[src/rtl/core/osm_pkg.sv]
// ----------------------------------------------------------------------------
// osm_pkg
// shared types and codes for the order statistic multiset
// ----------------------------------------------------------------------------
package osm_pkg;

    localparam int KEY_W = 32;

    localparam logic [2:0] OP_INSERT = 3'd0;
    localparam logic [2:0] OP_DELETE = 3'd1;
    localparam logic [2:0] OP_RANK   = 3'd2;
    localparam logic [2:0] OP_SELECT = 3'd3;
    localparam logic [2:0] OP_PRED   = 3'd4;
    localparam logic [2:0] OP_SUCC   = 3'd5;

    localparam logic [1:0] ST_OK    = 2'd0;
    localparam logic [1:0] ST_NONE  = 2'd1;
    localparam logic [1:0] ST_FULL  = 2'd2;
    localparam logic [1:0] ST_RANGE = 2'd3;

    localparam logic [KEY_W-1:0] NONE_HI = 32'h7f7f7f7f;
    localparam logic [KEY_W-1:0] NONE_LO = 32'h80808081;

    typedef struct packed {
        logic vld;
        logic lt;
        logic le;
        logic eq;
        logic sel;
    } cell_flags_t;

    typedef struct packed {
        logic cmp_en;
        logic ins_en;
        logic del_en;
    } cell_ctl_t;

endpackage

[src/rtl/core/osm_cell.sv]
// ----------------------------------------------------------------------------
// osm_cell
// one slot of the sorted key row: compares against the request key and
// shifts left or right with its neighbors on insert and delete
// ----------------------------------------------------------------------------
module osm_cell
    import osm_pkg::*;
#(
    parameter int CELL_IDX = 0,
    parameter int CNT_W    = 7
)
(
    input  logic                    clk,
    input  cell_ctl_t               ctl,
    input  logic signed [KEY_W-1:0] req_key,
    input  logic [CNT_W-1:0]        occ,
    input  logic [KEY_W-1:0]        left_key,
    input  logic                    left_le,
    input  logic [KEY_W-1:0]        right_key,
    output logic [KEY_W-1:0]        key,
    output cell_flags_t             flags
);

    logic [KEY_W-1:0] key_reg;
    logic [KEY_W-1:0] key_next;
    cell_flags_t      flags_reg;
    cell_flags_t      flags_next;
    logic             vld;

    assign vld = CNT_W'(CELL_IDX) < occ;

    always_comb
    begin
        flags_next.vld = vld;
        flags_next.lt  = vld && ($signed(key_reg) < req_key);
        flags_next.le  = vld && ($signed(key_reg) <= req_key);
        flags_next.eq  = vld && ($signed(key_reg) == req_key);
        flags_next.sel = $unsigned(req_key) == KEY_W'(CELL_IDX + 1);
    end

    always_comb
    begin
        key_next = key_reg;
        if (ctl.ins_en)
        begin
            if (!flags_reg.le)
            begin
                key_next = left_le ? $unsigned(req_key) : left_key;
            end
        end
        else if (ctl.del_en)
        begin
            if (!flags_reg.lt)
            begin
                key_next = right_key;
            end
        end
    end

    always_ff @(posedge clk)
    begin
        key_reg <= key_next;
        if (ctl.cmp_en)
        begin
            flags_reg <= flags_next;
        end
    end

    assign key   = key_reg;
    assign flags = flags_reg;

endmodule

[config.mk]
export PLATFORM = sky130hd
export DESIGN_NAME = osm_cell
export DESIGN_NICKNAME = d
export VERILOG_FILES = /design/src/rtl/core/osm_pkg.sv /design/src/rtl/core/osm_cell.sv
export SDC_FILE = /design/constraint.sdc
export NUM_CORES = 1
export LEC_CHECK = 0
export BUFFER_PORTS_ARGS = -buffer_cell sky130_fd_sc_hd__buf_2
export CAP_MARGIN = 20
export CORE_MARGIN = 10
export CORE_UTILIZATION = 41
export CTS_CLUSTER_DIAMETER = 60
export DETAILED_ROUTE_END_ITERATION = 8
export GPL_ROUTABILITY_DRIVEN = 0
export GPL_TIMING_DRIVEN = 0
export PLACE_DENSITY = 0.76
export SLEW_MARGIN = 10
export SYNTH_ARGS = -nofsm -noshare
export SYNTH_HDL_FRONTEND = slang
export SYNTH_SLANG_ARGS = --single-unit
[constraint.sdc]
create_clock -name clk -period 2.95 [get_ports clk]
set_input_delay 0.1475 -clock clk [delete_from_list [all_inputs] [get_ports clk]]
set_output_delay 0.1475 -clock clk [all_outputs]
set_load 0.005 [all_outputs]
==> results of run 1 <==
==> metrics by stage <==
| stage | hold slack, ps | power (mW) |
|---|---|---|
| floorplan | 260 | 0.921 |
| global placement | 423 | 1.11 |
| detailed placement | 448 | 1.14 |
| CTS | 144 | 1.49 |
| global route | 152 | 1.56 |
| finish | 149 | 1.47 |
==> path summary, 6_finish.rpt <==
kind              depth (start not counted)                 end
setup / recovery                          7  flags[3]$_DFFE_PP_
hold reg to reg                           1   key[30]$_DFFE_PP_
hold / removal                            1  flags[3]$_DFFE_PP_
setup reg to reg                          7  flags[3]$_DFFE_PP_
==> worst register-to-register path: stages (launching register included) <==
cell and delay [ps]:
edfxtp_1 390, ha_1 320, nand4_1 180, nor4_1 470
a21boi_0 310, o31ai_1 140, nand2b_1 100, o21ai_1 80
==> routing by layer <==
metal / vias to the layer above / wire [µm] / global-route usage
met3: 13 / 620 / 0.0470
met1: 1203 / 3730 / 0.192
met5: - / 0 / 0
met4: 0 / 138 / 0.0539
li1: 1319 / - / -
met2: 100 / 4590 / 0.297
==> final cells by class <==
class	count	area [µm²]
buffer	11	45.0
clock buffer	8	80.1
fill	610	2760
inverter	33	124
multi-input combinational	200	1470
sequential	37	1110
tap	77	96.3
timing repair buffer	143	731
==> layout by cell type (no fill, tap or decap), types with 3 or more instances in the layout <==
master	instances
mux2i_1	32
nand2_1	11
ha_1	32
clkbuf_1	10
nor4_1	8
clkbuf_8	5
a21oi_1	46
nor2_1	37
buf_2	145
nand3_1	3
inv_1	33
edfxtp_1	37
nand4_1	5
==> cells by family (layout without fill, tap and decap cells) <==
logic type | after synthesis | count (layout) | share of synthesized area
fa+ha+maj | 32 | 32 | 0.146
simple gates | 75 | 75 | 0.144
flops | 37 | 37 | 0.405
mux | 32 | 32 | 0.117
compound gates | 61 | 61 | 0.126
buf+inv | 44 | 195 | 0.0616
==> report_power, final <==
group | total [mW] | switching (mW) | leakage (nW) | internal (mW)
clock network | 0.356 | 0.187 | 0.0395 | 0.168
registers | 0.678 | 0.0264 | 0.352 | 0.652
logic | 0.441 | 0.238 | 1.45 | 0.203
total | 1.47 | 0.452 | 1.84 | 1.02
==> flow_metrics.tcl, run 1 <==
set metrics [dict create \
    slew_headroom 0.648 \
    path_cells "ha_1, nand4_1, nor4_1, a21boi_0, o31ai_1, nand2b_1, o21ai_1" \
    synthArstFlopShare 0 \
    slew_violations 0 \
    critical-path-top-delay-family "simple AND/OR/NAND/NOR gates" \
    power_leakage_nw 1.84 \
    dr.pass1.iters 4 \
    initial_utilization 0.427 \
    status "finished, final reports clean" \
    worst_pin_slew_ps 527 \
    grt.overflow.total 0 \
    synth_cells 281 \
    area.growth.synth_to_final_pct 33.5 \
    vias 2635 \
    syn-num-nets 421 \
    antenna_found_initial 0 \
    yosysWarnings 0 \
    startpoint "key[14]$_DFFE_PP_" \
    r2r_start "key[14]$_DFFE_PP_" \
    yosys.area.top_type "edfxtp_1" \
    final_nets 571 \
    drive_gt1_frac 0.368 \
    syn_avg_cell_area_um2 9.75 \
    p_per_area_nw_per_um2 403 \
    clockBufferDepth 2 \
    grt_max_degree 26 \
    wl_per_cell_um 17.8 \
    antenna_left 0 \
    cp_max_fo 3 \
    r2r_slack_ps 710 \
    fin_tns_setup_ps 0 \
    synth_common_cells "a21oi_1, edfxtp_1, nor2_1, inv_1" \
    setup_ws_ps 711 \
    grt_pass1_vias 2787 \
    max_freq_mhz 447 \
    die-area_um2 10400 \
    hold_class "primary input to register" \
    htreeDepth 2 \
    max_stage_delay_ps 470 \
    num_rows 29 \
    pin_count 145 \
    placed_cells 501 \
    synth_top_area_frac 0.405 \
    placed_area_um2 3580 \
    grt_pass1_wl_um 13800 \
    cts_setup_buffers 0 \
    synth-seq-cells 37 \
    cts_buffers 5 \
    routed_via_density 5.18 \
    dieHeight_um 102 \
    clk_pin_slew_ps 80 \
    core-area_um2 6420 \
    io_buffers 142 \
    synth.most_common_cell "a21oi_1" \
    ys_types 34 \
    min_from "ctl[2]" \
    drt-initial-drc-count 102 \
    hold_viol 0 \
    worstSkewPairLatency_ps 290 \
    cts_tree "done" \
    die_w_um 102 \
    skew_ps 6.91 \
    dp_slack_ps 739 \
    final_core_util 0.570 \
    clock_sinks 37 \
    routed_wl_um 9070 \
    cts_resized 0 \
    critPathKind "register to register" \
    largest_reg_flops 32 \
    final_cells 509 \
    synth_seq_area_share 0.405 \
    synth_top_flop_cell "edfxtp_1" \
    worst_path_max_delay_cell "nor4_1" \
    synth_edf_count 37 \
    fin_crit_ps 2240 \
    rsz0062_at_grt "no" \
    grt.total_usage 0.168 \
    stdcell_area_um2 3660 \
    antenna_cells 0 \
    vdd_drop_max_uv 196 \
    startpoint_type "register" \
    clockRootBuffer "clkbuf_8" \
    drc 0 \
    hold_buffers 0 \
    finalCritPeriodShare 0.759 \
    maxCapViolCount 0 \
    synthesis.area_um2 2740 \
    synth_area_leaders "edfxtp_1, ha_1, mux2i_1, a21oi_1, nor2_1" \
    crit_buf_inv 0 \
    dpl.hpwl_um 7690 \
    crit_path_end_kind "register" \
    arrival_ps 2280 \
    worstPathRequired_ps 3000 \
    setup_viol 0 \
]
Note: power is estimated with default switching activity, not from simulation.
==> inputs of run 2 (changes only) <==
Settings changed: CORE_UTILIZATION 41 to 46, PLACE_DENSITY 0.76 to 0.81.
Clock period 2.95 ns to 2.1 ns, I/O delays scaled along.
==> run 2 against run 1 <==
Register-to-register slack worse by 600 ps. Count of clock-buffer cells in the layout down 3. Global-route usage up 1.6 points. Die area down 8.8%. Sequential power up 42%. Via count up 2.0%. Clock power up 110%. Final cell count unchanged. Wire length down 1.2%.
==> flow_metrics.tcl, run 2 (synthesis results as in run 1) <==
set metrics [dict create \
    status "finished, final reports clean" \
    drc 0 \
    slew_violations 0 \
    placed_area_um2 3580 \
    drt-initial-drc-count 102 \
    path_depth 7 \
    grt.overflow.total 0 \
    num_rows 28 \
    worst_path_max_delay_cell "edfxtp_1" \
    startpoint_type "register" \
    pin_count 145 \
    io_buffers 142 \
    gr-usage-met3 0.0548 \
    startpoint "key[17]$_DFFE_PP_" \
    groute.layer.met2.usage 0.336 \
    crit_path_end_kind "register" \
    setup_viol 0 \
    maxCapViolCount 0 \
    hold_path_depth 1 \
    max_stage_delay_ps 430 \
    final_common_cell "buf_2" \
    grt_pass1_vias 2966 \
    arrival_ps 2030 \
    dp_slack_ps -5.75 \
    slew_headroom 0.599 \
    skew_ps 10.0 \
    clock_sinks 37 \
    cp_max_fo 3 \
    wl_per_cell_um 17.6 \
    antenna_cells 0 \
    vdd_drop_max_uv 362 \
    critical-path-top-delay-family "compound AO/OA/AOI/OAI gates" \
    worstSkewPairLatency_ps 290 \
    grt_max_degree 19 \
    setup_ws_ps 111 \
    worstPathRequired_ps 2140 \
    path_cells "ha_4, a21o_1, a221o_1, a22oi_2, o211ai_2, a21oi_1, o21ai_1" \
    cts_tree "done" \
    grt_pass1_wl_um 14400 \
    fin_crit_ps 1990 \
    initial_utilization 0.468 \
    max_freq_mhz 503 \
    vias 2687 \
    worst_pin_slew_ps 599 \
    die-area_um2 9440 \
    fin_tns_setup_ps 0 \
    timing.hold.ws_ps 95.2 \
    htreeDepth 2 \
    final_nets 573 \
    dpl.hpwl_um 7480 \
    grt.total_usage 0.185 \
    use_met1 0.198 \
    antenna_found_initial 0 \
    drive_gt1_frac 0.408 \
    total_power_mw 2.36 \
    p_per_area_nw_per_um2 613 \
    routed_via_density 5.28 \
    routed_wl_um 8960 \
    cts_buffers 5 \
    r2r_start "key[17]$_DFFE_PP_" \
    final_cells 509 \
    min_from "ctl[2]" \
    dr.pass1.iters 5 \
    crit_buf_inv 0 \
    die_w_um 97.2 \
    hold_viol 0 \
    power_leakage_nw 1.90 \
    r2r_cells 7 \
    dieHeight_um 97.2 \
    layout_common_cells "buf_2, a21oi_1, nor2_1, edfxtp_1, inv_1" \
    hold_class "primary input to register" \
    largest_reg_flops 32 \
    clk_pin_slew_ps 70 \
    core-area_um2 5850 \
    final_core_util 0.659 \
    antenna_left 0 \
    clockRootBuffer "clkbuf_8" \
    placed_cells 499 \
    critPathKind "register to register" \
    clockBufferDepth 2 \
    area.growth.synth_to_final_pct 40.7 \
    finalCritPeriodShare 0.947 \
    stdcell_area_um2 3860 \
    top_usage_layer "met2" \
]
-- run 2: cell count changes in the layout (fill, tap and decap cells not counted), sizes merged --
cell | before | now
buf | 147 | 149
bufinv | 0 | 2
clkbuf | 15 | 12
clkinv | 0 | 1
-- run 2: final cells by class --
class | instances | area [µm²]
Tap cell | 75 | 93.8
Timing Repair Buffer | 145 | 753
Clock buffer | 5 | 68.8
Inverter | 33 | 124
Fill cell | 493 | 1990
Clock inverter | 3 | 65.1
Buffer | 11 | 45.0
Sequential cell | 37 | 1110
Multi-Input combinational cell | 200 | 1600
-- run 2: per-layer routing --
layer / part of all wire / vias up / routed length, µm
met5: 0 / - / 0
met4: 0.016 / 0 / 143
met3: 0.077 / 8 / 694
met2: 0.53 / 112 / 4710
met1: 0.38 / 1239 / 3420
li1: - / 1328 / -
-- run 2: final timing paths --
path                        endpoint  slack, ps
setup reg to reg  flags[2]$_DFFE_PP_        110
hold / removal    flags[3]$_DFFE_PP_        100
setup / recovery  flags[2]$_DFFE_PP_        110
hold reg to reg     key[3]$_DFFE_PP_        780
-- run 2: what timing repair did --
| action | in CTS | in global routing |
|---|---|---|
| buffers inserted | 0 | 2 |
| pin swaps | 0 | 9 |
| hold buffers | 0 | 0 |
| gates resized for setup | 3 | 13 |
| setup endpoints to repair | 2 | 2 |
-- run 2: where the power goes --
| part | switching (mW) | total [mW] | internal [mW] |
|---|---|---|---|
| clock network | 0.268 | 0.740 | 0.472 |
| registers | 0.0441 | 0.960 | 0.916 |
| logic | 0.351 | 0.664 | 0.314 |
